--- src/rtl/core/hid_keyboard_line_assembler_defines.svh ---
// Assertion macros shared by the line assembler RTL.
// Each use expands to one named concurrent assertion clocked on clk and
// disabled while arst_n is low.
`ifndef HID_KEYBOARD_LINE_ASSEMBLER_DEFINES_SVH
`define HID_KEYBOARD_LINE_ASSEMBLER_DEFINES_SVH

`ifndef SYNTHESIS
`define HKLA_ASSERT(lbl, prop) \
	lbl: assert property (@(posedge clk) disable iff (!arst_n) prop) \
		else $error("hkla assertion failed");
`define HKLA_NEVER(lbl, cond) \
	lbl: assert property (@(posedge clk) disable iff (!arst_n) !(cond)) \
		else $error("hkla forbidden condition seen");
`else
`define HKLA_ASSERT(lbl, prop)
`define HKLA_NEVER(lbl, cond)
`endif

`endif

--- src/rtl/core/hkla_pkg.sv ---
package hkla_pkg;

	// Report and line geometry
	localparam int KEY_SLOTS = 6;
	localparam int SLOT_W    = $clog2(KEY_SLOTS);
	localparam int LINE_CAP  = 31;
	localparam int LEN_W     = $clog2(LINE_CAP + 1);
	localparam int IDX_W     = $clog2(LINE_CAP);

	localparam logic [LEN_W-1:0]  LINE_CAP_L = LEN_W'(LINE_CAP);
	localparam logic [SLOT_W-1:0] LAST_SLOT  = SLOT_W'(KEY_SLOTS - 1);

	// HID usage codes and character codes
	localparam logic [7:0] NO_KEY_LIMIT = 8'd3;
	localparam logic [7:0] LAST_KEY     = 8'd56;
	localparam logic [7:0] SHIFT_MASK   = 8'h22;
	localparam logic [6:0] CH_CR        = 7'd13;
	localparam logic [6:0] CH_LF        = 7'd10;

	typedef logic [7:0] key_code_t;
	typedef key_code_t [KEY_SLOTS-1:0] key_set_t;

	// What one lane found for its slot
	typedef struct packed {
		logic       hit;
		logic [6:0] ch;
	} lane_res_t;

	typedef lane_res_t [KEY_SLOTS-1:0] lane_set_t;

	// Boot keyboard usage code to ASCII; zero where no character exists
	function automatic logic [6:0] key_to_ascii(input logic [7:0] code, input logic shift);
		logic [6:0] c;
		c = 7'd0;
		if (code >= 8'd4 && code <= 8'd29) begin
			c = shift ? 7'(code + 8'd61) : 7'(code + 8'd93);
		end else begin
			unique case (code)
				8'd30: c = shift ? 7'h21 : 7'h31;
				8'd31: c = shift ? 7'h40 : 7'h32;
				8'd32: c = shift ? 7'h23 : 7'h33;
				8'd33: c = shift ? 7'h24 : 7'h34;
				8'd34: c = shift ? 7'h25 : 7'h35;
				8'd35: c = shift ? 7'h5E : 7'h36;
				8'd36: c = shift ? 7'h26 : 7'h37;
				8'd37: c = shift ? 7'h2A : 7'h38;
				8'd38: c = shift ? 7'h28 : 7'h39;
				8'd39: c = shift ? 7'h29 : 7'h30;
				8'd40: c = CH_CR;
				8'd42: c = shift ? 7'h00 : 7'h08;
				8'd44: c = 7'h20;
				8'd45: c = shift ? 7'h5F : 7'h2D;
				8'd46: c = shift ? 7'h2B : 7'h3D;
				8'd47: c = shift ? 7'h7B : 7'h5B;
				8'd48: c = shift ? 7'h7D : 7'h5D;
				8'd49: c = shift ? 7'h7C : 7'h5C;
				8'd50: c = shift ? 7'h7C : 7'h5C;
				8'd51: c = shift ? 7'h3A : 7'h3B;
				8'd52: c = shift ? 7'h22 : 7'h27;
				8'd53: c = shift ? 7'h7E : 7'h60;
				8'd54: c = shift ? 7'h3C : 7'h2C;
				8'd55: c = shift ? 7'h3E : 7'h2E;
				8'd56: c = shift ? 7'h3F : 7'h2F;
				default: c = 7'd0;
			endcase
		end
		return c;
	endfunction

endpackage

--- src/rtl/core/hkla_if.sv ---
// Report channel: one boot keyboard report per transfer
interface hkla_report_if;
	logic       valid;
	logic       ready;
	logic       report_complete;
	logic [7:0] modifier_bits;
	logic [7:0] key_slot_0;
	logic [7:0] key_slot_1;
	logic [7:0] key_slot_2;
	logic [7:0] key_slot_3;
	logic [7:0] key_slot_4;
	logic [7:0] key_slot_5;

	modport source (
		output valid, report_complete, modifier_bits,
		output key_slot_0, key_slot_1, key_slot_2, key_slot_3, key_slot_4, key_slot_5,
		input  ready
	);
	modport sink (
		input  valid, report_complete, modifier_bits,
		input  key_slot_0, key_slot_1, key_slot_2, key_slot_3, key_slot_4, key_slot_5,
		output ready
	);
endinterface

// Character channel: one character of a finished line per transfer
interface hkla_char_if;
	logic       valid;
	logic       ready;
	logic [6:0] uid_char;
	logic [4:0] uid_position;
	logic       line_end;

	modport source (
		output valid, uid_char, uid_position, line_end,
		input  ready
	);
	modport sink (
		input  valid, uid_char, uid_position, line_end,
		output ready
	);
endinterface

--- src/rtl/core/hkla_lane.sv ---
// One slot: new-press detection against the previous report and ASCII lookup
module hkla_lane (
	input  hkla_pkg::key_code_t code,
	input  logic                shift,
	input  hkla_pkg::key_set_t  held,
	output hkla_pkg::lane_res_t result
);

	logic       was_held;
	logic [6:0] ch;

	// Compare against every key of the previous report
	always_comb begin
		was_held = 1'b0;
		for (int i = 0; i < hkla_pkg::KEY_SLOTS; i++) begin
			if (held[i] == code) was_held = 1'b1;
		end
	end

	assign ch = hkla_pkg::key_to_ascii(code, shift);

	// A press counts only when new, mapped and nonzero
	assign result.ch  = ch;
	assign result.hit = (code > hkla_pkg::NO_KEY_LIMIT) && (code <= hkla_pkg::LAST_KEY) &&
		!was_held && (ch != 7'd0);

endmodule

--- src/rtl/core/hkla_merge.sv ---
`include "hid_keyboard_line_assembler_defines.svh"

// Walks the lane results in slot order, builds the line and flushes it
module hkla_merge (
	input  logic                clk,
	input  logic                arst_n,
	input  logic                start,
	input  hkla_pkg::lane_set_t lanes,
	output logic                busy,
	hkla_char_if.source         chars
);

	localparam logic [1:0] ST_IDLE  = 2'd0;
	localparam logic [1:0] ST_WALK  = 2'd1;
	localparam logic [1:0] ST_FLUSH = 2'd2;

	logic [1:0]                    state_q;
	logic [hkla_pkg::SLOT_W-1:0]   slot_q;
	logic [hkla_pkg::LEN_W-1:0]    len_q;
	logic [hkla_pkg::IDX_W-1:0]    rd_q;
	logic                          out_valid_q;
	logic [6:0]                    out_char_q;
	logic [4:0]                    out_pos_q;
	logic                          out_end_q;
	hkla_pkg::lane_set_t           lane_s1;
	logic [6:0]                    line_q [hkla_pkg::LINE_CAP];

	hkla_pkg::lane_res_t cur;
	logic                is_eol;
	logic                flush_go;
	logic                append;
	logic                last_slot;
	logic                rd_is_last;
	logic                emit;

	// Current slot decode
	assign cur        = lane_s1[slot_q];
	assign is_eol     = (cur.ch == hkla_pkg::CH_CR) || (cur.ch == hkla_pkg::CH_LF);
	assign flush_go   = cur.hit && is_eol && (len_q != '0);
	assign append     = cur.hit && !is_eol && (len_q < hkla_pkg::LINE_CAP_L);
	assign last_slot  = (slot_q == hkla_pkg::LAST_SLOT);
	assign rd_is_last = (hkla_pkg::LEN_W'(rd_q) == len_q - hkla_pkg::LEN_W'(1));
	assign emit       = (state_q == ST_FLUSH) && (!out_valid_q || chars.ready);
	assign busy       = (state_q != ST_IDLE);

	// Sequencer and output valid
	always_ff @(posedge clk or negedge arst_n) begin
		if (!arst_n) begin
			state_q     <= ST_IDLE;
			slot_q      <= '0;
			len_q       <= '0;
			rd_q        <= '0;
			out_valid_q <= 1'b0;
		end else begin
			if (emit) out_valid_q <= 1'b1;
			else if (chars.ready) out_valid_q <= 1'b0;

			unique case (state_q)
				ST_IDLE: begin
					if (start) begin
						state_q <= ST_WALK;
						slot_q  <= '0;
					end
				end
				ST_WALK: begin
					if (flush_go) begin
						state_q <= ST_FLUSH;
						rd_q    <= '0;
					end else begin
						if (append) len_q <= len_q + hkla_pkg::LEN_W'(1);
						if (last_slot) state_q <= ST_IDLE;
						else slot_q <= slot_q + hkla_pkg::SLOT_W'(1);
					end
				end
				ST_FLUSH: begin
					if (emit) begin
						if (rd_is_last) begin
							len_q <= '0;
							if (last_slot) begin
								state_q <= ST_IDLE;
							end else begin
								state_q <= ST_WALK;
								slot_q  <= slot_q + hkla_pkg::SLOT_W'(1);
							end
						end else begin
							rd_q <= rd_q + hkla_pkg::IDX_W'(1);
						end
					end
				end
				default: state_q <= ST_IDLE;
			endcase
		end
	end

	// Lane results, line store and output payload
	always_ff @(posedge clk) begin
		if (start && state_q == ST_IDLE) lane_s1 <= lanes;
		if (state_q == ST_WALK && !flush_go && append) begin
			line_q[len_q[hkla_pkg::IDX_W-1:0]] <= cur.ch;
		end
		if (emit) begin
			out_char_q <= line_q[rd_q];
			out_pos_q  <= 5'(rd_q);
			out_end_q  <= rd_is_last;
		end
	end

	assign chars.valid        = out_valid_q;
	assign chars.uid_char     = out_char_q;
	assign chars.uid_position = out_pos_q;
	assign chars.line_end     = out_end_q;

	`HKLA_ASSERT(a_len_cap, len_q <= hkla_pkg::LINE_CAP_L)
	`HKLA_ASSERT(a_flush_in_range, (state_q == ST_FLUSH) |-> (len_q != '0 && hkla_pkg::LEN_W'(rd_q) < len_q))
	`HKLA_NEVER(a_start_while_busy, start && (state_q != ST_IDLE))
	`HKLA_ASSERT(a_last_empties, (emit && rd_is_last) |=> (len_q == '0 && out_valid_q && out_end_q))

endmodule

--- src/rtl/core/hid_keyboard_line_assembler.sv ---
// Turns boot keyboard reports into text lines. Each report on keys is one
// transfer; six lanes check the six key slots in parallel against the keys of
// the previous complete report and look up the ASCII code, then a merge stage
// walks the slots in order, appending characters to a 31-character line and,
// on Enter, sending the buffered line on chars one character per transfer
// with line_end on the last. An accepted report is registered, its lane
// results are registered into the merge stage, and the merge walks the key
// slots, waiting on each flushed character while chars is not ready; a
// single report can send at most 35 characters. keys is ready again once the
// walk ends, even while the last character still waits in the output
// register. Incomplete reports are taken and ignored.
module hid_keyboard_line_assembler (
	input  logic          clk,
	input  logic          arst_n,
	hkla_report_if.sink   keys,
	hkla_char_if.source   chars
);

	logic                 pend_q;
	logic                 shift_q;
	hkla_pkg::key_set_t   cur_q;
	hkla_pkg::key_set_t   prev_q;
	hkla_pkg::lane_set_t  lane_res;
	logic                 busy;
	logic                 take;

	assign keys.ready = !pend_q && !busy;
	assign take       = keys.valid && keys.ready && keys.report_complete;

	// Report capture and previous-key history
	always_ff @(posedge clk or negedge arst_n) begin
		if (!arst_n) begin
			pend_q <= 1'b0;
			prev_q <= '0;
		end else begin
			if (take) pend_q <= 1'b1;
			else if (pend_q) pend_q <= 1'b0;
			if (pend_q) prev_q <= cur_q;
		end
	end

	always_ff @(posedge clk) begin
		if (take) begin
			shift_q  <= |(keys.modifier_bits & hkla_pkg::SHIFT_MASK);
			cur_q[0] <= keys.key_slot_0;
			cur_q[1] <= keys.key_slot_1;
			cur_q[2] <= keys.key_slot_2;
			cur_q[3] <= keys.key_slot_3;
			cur_q[4] <= keys.key_slot_4;
			cur_q[5] <= keys.key_slot_5;
		end
	end

	// One lane per key slot
	for (genvar g = 0; g < hkla_pkg::KEY_SLOTS; g++) begin : g_lane
		hkla_lane u_lane (
			.code   (cur_q[g]),
			.shift  (shift_q),
			.held   (prev_q),
			.result (lane_res[g])
		);
	end

	hkla_merge u_merge (
		.clk    (clk),
		.arst_n (arst_n),
		.start  (pend_q),
		.lanes  (lane_res),
		.busy   (busy),
		.chars  (chars)
	);

endmodule
--- src/flat_wrapper.sv ---
// flat-port wrapper written by rule: the top's interface ports become plain ports
module hid_keyboard_line_assembler_flat 
  (clk, arst_n, keys_valid, keys_report_complete, keys_modifier_bits, keys_key_slot_0, keys_key_slot_1, keys_key_slot_2, keys_key_slot_3, keys_key_slot_4, keys_key_slot_5, keys_ready, chars_valid, chars_uid_char, chars_uid_position, chars_line_end, chars_ready);
  hkla_report_if keys_i ();
  hkla_char_if chars_i ();
  input  logic clk;
  input  logic arst_n;
  input wire logic [$bits(keys_i.valid)-1:0] keys_valid;
  input wire logic [$bits(keys_i.report_complete)-1:0] keys_report_complete;
  input wire logic [$bits(keys_i.modifier_bits)-1:0] keys_modifier_bits;
  input wire logic [$bits(keys_i.key_slot_0)-1:0] keys_key_slot_0;
  input wire logic [$bits(keys_i.key_slot_1)-1:0] keys_key_slot_1;
  input wire logic [$bits(keys_i.key_slot_2)-1:0] keys_key_slot_2;
  input wire logic [$bits(keys_i.key_slot_3)-1:0] keys_key_slot_3;
  input wire logic [$bits(keys_i.key_slot_4)-1:0] keys_key_slot_4;
  input wire logic [$bits(keys_i.key_slot_5)-1:0] keys_key_slot_5;
  output wire logic [$bits(keys_i.ready)-1:0] keys_ready;
  output wire logic [$bits(chars_i.valid)-1:0] chars_valid;
  output wire logic [$bits(chars_i.uid_char)-1:0] chars_uid_char;
  output wire logic [$bits(chars_i.uid_position)-1:0] chars_uid_position;
  output wire logic [$bits(chars_i.line_end)-1:0] chars_line_end;
  input wire logic [$bits(chars_i.ready)-1:0] chars_ready;
  assign keys_i.valid = keys_valid;
  assign keys_i.report_complete = keys_report_complete;
  assign keys_i.modifier_bits = keys_modifier_bits;
  assign keys_i.key_slot_0 = keys_key_slot_0;
  assign keys_i.key_slot_1 = keys_key_slot_1;
  assign keys_i.key_slot_2 = keys_key_slot_2;
  assign keys_i.key_slot_3 = keys_key_slot_3;
  assign keys_i.key_slot_4 = keys_key_slot_4;
  assign keys_i.key_slot_5 = keys_key_slot_5;
  assign keys_ready = keys_i.ready;
  assign chars_valid = chars_i.valid;
  assign chars_uid_char = chars_i.uid_char;
  assign chars_uid_position = chars_i.uid_position;
  assign chars_line_end = chars_i.line_end;
  assign chars_i.ready = chars_ready;
  hid_keyboard_line_assembler u_core (.clk(clk), .arst_n(arst_n), .keys(keys_i), .chars(chars_i));
endmodule
--- config.mk ---
export PLATFORM = sky130hd
export DESIGN_NAME = hid_keyboard_line_assembler_flat
export DESIGN_NICKNAME = d
export VERILOG_FILES = /design/src/rtl/core/hkla_pkg.sv /design/src/rtl/core/hkla_if.sv /design/src/rtl/core/hkla_lane.sv /design/src/rtl/core/hkla_merge.sv /design/src/rtl/core/hid_keyboard_line_assembler.sv /design/src/flat_wrapper.sv
export VERILOG_INCLUDE_DIRS = /design/src /design/src/rtl/core
export SDC_FILE = /design/constraint.sdc
export NUM_CORES = 1
export LEC_CHECK = 0
export BUFFER_PORTS_ARGS = -buffer_cell sky130_fd_sc_hd__buf_2
export CAP_MARGIN = 15
export CORE_ASPECT_RATIO = 1.1
export CORE_MARGIN = 2
export CORE_UTILIZATION = 58
export CTS_CLUSTER_SIZE = 40
export DETAILED_ROUTE_END_ITERATION = 10
export PLACE_DENSITY = 0.85
export RECOVER_POWER = 50
export SLEW_MARGIN = 30
export SYNTH_ARGS = -nofsm -noshare
export SYNTH_HDL_FRONTEND = slang
export SYNTH_SLANG_ARGS = --single-unit
--- constraint.sdc ---
create_clock -name clk -period 6.7 [get_ports clk]
set_input_delay 1.34 -clock clk [delete_from_list [all_inputs] [get_ports clk]]
set_output_delay 1.34 -clock clk [all_outputs]
set_load 0.005 [all_outputs]
==> After elaboration in Yosys (flattened, before gate mapping) <==
Memory sizes are Yosys's and may differ from the RTL's. A register that Yosys moved wholly into a read port is not among the register bits.
Index checks and enable logic that the tools add are counted.
{ "classes": {"add_sub_neg": 16, "order_cmp": 26, "n_eq_ne": 200, "muxes": 105, "n_reduce_logical": 71} }
{ "op_table": {"columns": ["operator", "n"], "rows": [
  ["$eq 8x6->1 const B", 138],
  ["$pmux 7 s24", 6],
  ["$eq 8x8->1", 36],
  ["$mux 7", 15],
  ["$mux 5", 20],
  ["$eq 8x5->1 const B", 12],
  ["$ge 8x3->1 const B", 6],
  ["$gt 8x2->1 const B", 6],
  ["$le 8x5->1 const B", 6],
  ["$le 8x6->1 const B", 6],
  ["$mux 1", 43],
  ["$add 7x6->7 const B", 6],
  ["$add 7x7->7 const B", 6],
  ["$reduce_bool 7->1", 6],
  ["$logic_and 1x1->1", 35],
  ["$bmux 8 s3", 1],
  ["$pmux 5 s2", 2],
  ["$mux 3", 6],
  ["$mux 6", 3],
  ["$eq 7x4->1 const B", 2],
  ["$reduce_or 2->1", 7],
  ["$ne 2x2->1 const B", 6],
  ["$logic_not 1->1", 11],
  ["$add 5x1->5 const B", 2],
  ["22 further kinds", 31]
]} }
{ "word_totals": {"ff_bits": 168, "mem_bits_rw": 217, "input_bits": 61, "out_inout_bits": 15, "elab_cells": 452, "n_memories": 1} }
{ "memory_table": {"columns": ["memory", "words", "width", "read_ports", "rd_clocked_by_memory_dff", "wr", "line", "text"], "rows": [
  ["u_core.u_merge.line_q", 31, 7, 1, 1, 1, "hkla_merge.sv:26", "logic [6:0] line_q [hkla_pkg::LINE_CAP];"]
]} }

==> Longest topological paths before layout <==
{ "depth": {"word_depth": 11, "mapped_depth": 11, "ltp_nobuf": 9} }

==> Cells and area by module <==
A second synthesis with hierarchy kept.
{ "hier_totals": {"cells_unflattened": 2152, "hier_area_um2": 24722.5} }
{ "modules_own_cells": {"columns": ["mod", "n_inst", "cells_each", "area_each_um2", "seq_area_each_um2"], "rows": [
  ["hkla_merge", 1, 689, 12031.5, 8748.4],
  ["hkla_lane", 6, 218, 1524.0, 0.0],
  ["hid_keyboard_line_assembler", 1, 155, 3547.2, 2697.6]
]} }

==> Worst setup path after synthesis <==
No wires, ideal clock.
{ "synth_path": {"path_type": "register -> register", "start": "register u_core.u_merge.slot_q[1] in the netlist's numbering", "end": "memory u_core.u_merge.line_q[0][0], enable pin", "setup_ns": 0.360, "arrival_ns": 3.584, "required_time_ns": 6.340, "path_slack_ns": 2.756, "path_stages_with_launch": 9, "path_buffers": 2, "synth_period_minus_slack_ns": 3.944, "cell_sequence": "dfrtp_1 > buf_2 > nand2b_1 > clkbuf_1 > o21ai_0 > mux2i_1 > a21boi_2 > nand2_1 > nor2_1"} }
{ "synth_rtl": {"columns": ["item", "line", "text"], "rows": [
  ["start: declaration", "hkla_merge.sv:18", "logic [hkla_pkg::SLOT_W-1:0] slot_q;"],
  ["start signal: assignment", "hkla_merge.sv:72", "else slot_q <= slot_q + hkla_pkg::SLOT_W'(1);"],
  ["start signal: assignment", "hkla_merge.sv:83", "slot_q <= slot_q + hkla_pkg::SLOT_W'(1);"],
  ["end: declaration", "hkla_merge.sv:26", null]
]} }

==> impl_metrics.py <==
metrics = {
    "worst_setup_path": {
        "cp-endpoint": "u_core.u_merge.line_q[18][4]$_DFFE_PP_",
        "r2r_end": "u_core.u_merge.line_q[18][4]$_DFFE_PP_",
        "critical_path_buf_inv_count": 1,
        "worstPathRequired_ns": 6.90,
        "startpoint_type": "register",
        "crit_chain": "mux4_2, nand2_1, o21ai_0, clkbuf_1, mux2i_1, a21boi_2, nand2_1, nor2_1",
        "path_class": "reg -> reg",
        "max_stage_delay_ns": 1.11,
        "r2r_setup_slack_ns": 1.98,
        "worstRegToRegCells": 8,
        "startpoint": "u_core.u_merge.slot_q[1]$_DFFE_PN0P_",
        "critical-path-top-delay-family": "buffers and inverters",
        "arrival_ns": 4.92,
        "r2r_start": "u_core.u_merge.slot_q[1]$_DFFE_PN0P_",
        "cp-end-kind": "register",
        "slowest_stage": "clkbuf_1",
        "cp_common_cell": "nand2_1",
        "worstSetupPathDepth": 8,
        "critPathMaxFanout": 33,
    },
    "clock_tree": {
        "post-cts-setup-buffers": 0,
        "cts_buffers": 42,
        "clk_path_buf_depth": 3,
        "cts-root-buf": "clkbuf_16",
        "clock_latency_ns": 0.59,
        "clk_pin_slew_ns": 0.06,
        "hold_buffers": 0,
        "clock_sinks": 392,
        "cts_resized": 0,
        "cts_tree": "built",
        "cts.htree.levels": 2,
    },
    "finish": {
        "multi_input_area_sq_um": 11700,
        "n_antenna_cell": 0,
        "utilization": 0.633,
        "stdcell_area_sq_um": 26100,
        "area_growth_pct": 7.70,
        "layout_common_cells": "edfxtp_1 (327), xnor2_1 (193), nor2_1 (129)",
        "finalNonFillerCells": 2666,
        "layout-drive-gt1-share": 0.146,
        "layout_commonest_cell": "edfxtp_1",
        "seq_area_sq_um": 11400,
        "num-fill-cells": 3138,
        "final_nets": 2182,
    },
    "synthesis": {
        "synth_edf_count": 327,
        "syn_nets": 2250,
        "synth_cell_types": 91,
        "synth_seq_area_share": 0.473,
        "synthTopCellsByArea": "edfxtp_1 (41%), xnor2_1 (7.0%), dfrtp_1 (6.7%), mux4_2 (6.3%), xor2_1 (4.5%)",
        "avgSynthCellArea_sq_um": 11.3,
        "yosysTopAreaCell": "edfxtp_1",
        "ys_ff_latch": 392,
        "netlist.area_leader.share": 0.406,
        "yosysWarnings": 0,
        "synthFlopType": "edfxtp_1",
        "synth-async-reset-ratio": 0.166,
        "synth_cells": 2140,
        "syn-cell-area_sq_um": 24200,
    },
    "sta": {
        "rsz0062_at_grt": "false",
        "finalCriticalPeriod_ns": 4.72,
        "final.setup.tns_ns": 0,
        "worstMarginPinSlew_ns": 2.99,
        "slew_viol_final": 289,
        "hold_viol": 0,
        "period_share": 0.704,
        "fmax_ghz": 0.212,
        "fin_ws_ns": 1.98,
        "holdWs_ns": 0.581,
        "skew_ns": 0.0384,
        "relSlewSlack": -0.997,
        "setup_viol": 0,
    },
    "detailed_routing": {
        "vias": 18400,
        "drtIter0Drc": 2457,
        "finalWirelength_microns": 65500,
        "wire_per_inst_microns": 24.6,
        "drtAntennaViolNets": 0,
        "drc": 0,
        "viasPerCell": 6.89,
        "drt-pass1-iter-count": 6,
    },
    "pwr": {
        "p_leak_nw": 8.65,
        "peakVddDrop_uv": 417,
        "power_mw": 9.25,
        "powerDensity_nw_per_um2": 355,
    },
    "global_route": {
        "antenna_found_initial": 1,
        "grt_max_degree": 66,
        "globalRouteOverflowTotal": 0,
        "grt_usage": 0.304,
        "grt_pass1_vias": 18000,
        "grt_pass1_wl_microns": 102000,
    },
    "die": {
        "io_pins": 76,
        "coreArea_sq_um": 41200,
        "die_y_microns": 218,
        "die_area_sq_um": 43400,
        "fp-row-count": 78,
        "initial_core_util": 0.587,
        "fp.dieW_microns": 199,
    },
    "hold_path": {
        "hold_class": "reg -> reg",
        "min-delay-start": "u_core.u_merge.state_q[0]$_DFFE_PN0P_",
    },
    "placed_design": {
        "routabilityCongestion": 0.990,
        "io_buffer_count": 69,
        "dpl_cell_area_sq_um": 24600,
        "dp_hpwl_microns": 42500,
        "preCtsSetupSlack_ns": 2.93,
        "post-place-cells": 2588,
    },
    "status": {
        "status": "complete, but fails checks",
        "violations": "capacitance limit, slew limit",
    },
    "job": {
        "maxCapViolations": 9,
    },
}
==> synthesized netlist by cell type, types with 45 or more instances <==
cell type  instances
buf_1             78
mux4_2            68
o21ai_0           81
edfxtp_1         327
a21oi_1           72
ha_1              49
nor2_1           129
xor2_1           123
mux2_2            61
nand2_1          108
xnor2_1          193
nand4_1           59
nor3_1            55
dfrtp_1           65
inv_1             45
clkbuf_1          91
==> state kept, by name, summed over array words and instances (netlist names) <==
| signal | count |
|---|---|
| u_core.pend_q | 1 |
| u_core.u_merge.rd_q | 5 |
| u_core.u_merge.slot_q | 3 |
| u_core.cur_q | 48 |
| u_core.u_merge.len_q | 5 |
| u_core.u_merge.chars.line_end | 1 |
| u_core.shift_q | 1 |
| u_core.u_merge.chars.uid_position | 5 |
| u_core.u_merge.chars.uid_char | 7 |
| u_core.prev_q | 48 |
| u_core.u_merge.lane_s1 | 48 |
| u_core.u_merge.chars.valid | 1 |
| u_core.u_merge.state_q | 2 |
| u_core.u_merge.line_q | 217 |
==> how the worst min path moves through the flow <==
stage                                                     end  slack (ns)  cells after the start
2_1_floorplan  u_core.u_merge.chars.uid_position[3]$_DFFE_PP_        0.42                      0
3_3_place_gp           u_core.u_merge.chars.valid$_DFFE_PN0P_        0.52                      2
3_5_place_dp           u_core.u_merge.chars.valid$_DFFE_PN0P_        0.54                      2
4_1_cts                 u_core.u_merge.state_q[0]$_DFFE_PN0P_        0.57                      1
5_1_grt                 u_core.u_merge.state_q[0]$_DFFE_PN0P_        0.60                      1
6_report                u_core.u_merge.state_q[0]$_DFFE_PN0P_        0.58                      1
==> cell type report <==
cell class                 instances  area share
sequential                       392       0.439
timing repair buffer             103      0.0217
clock buffer                      53      0.0423
inverter                          47     0.00677
clock inverter                    25      0.0144
tap                              560      0.0269
multi-input combinational       1486       0.449
==> where the power goes <==
part           switching [mW]  internal (mW)  total (mW)
registers               0.854           3.28        4.13
logic                    1.50           1.13        2.63
clock network            1.02           1.46        2.48
==> cell families (layout without fill, tap and decap cells) <==
group	after synthesis	in the layout	share of synthesized area
mux	165	165	0.107
xor+xnor	316	316	0.114
fa+ha+maj	49	49	0.0253
compound gates	382	382	0.111
simple gates	574	574	0.125
buf+inv	262	228	0.0441
flops	392	392	0.473
==> layer usage <==
metal | vias up | GRT usage | wire length (microns)
li1 | 7906 | - | -
met1 | 8896 | 0.383 | 23300
met2 | 1297 | 0.510 | 32100
met3 | 276 | 0.0495 | 6520
met4 | 0 | 0.151 | 3620
met5 | - | 0 | 0
Power figures use the tool's default switching activity.
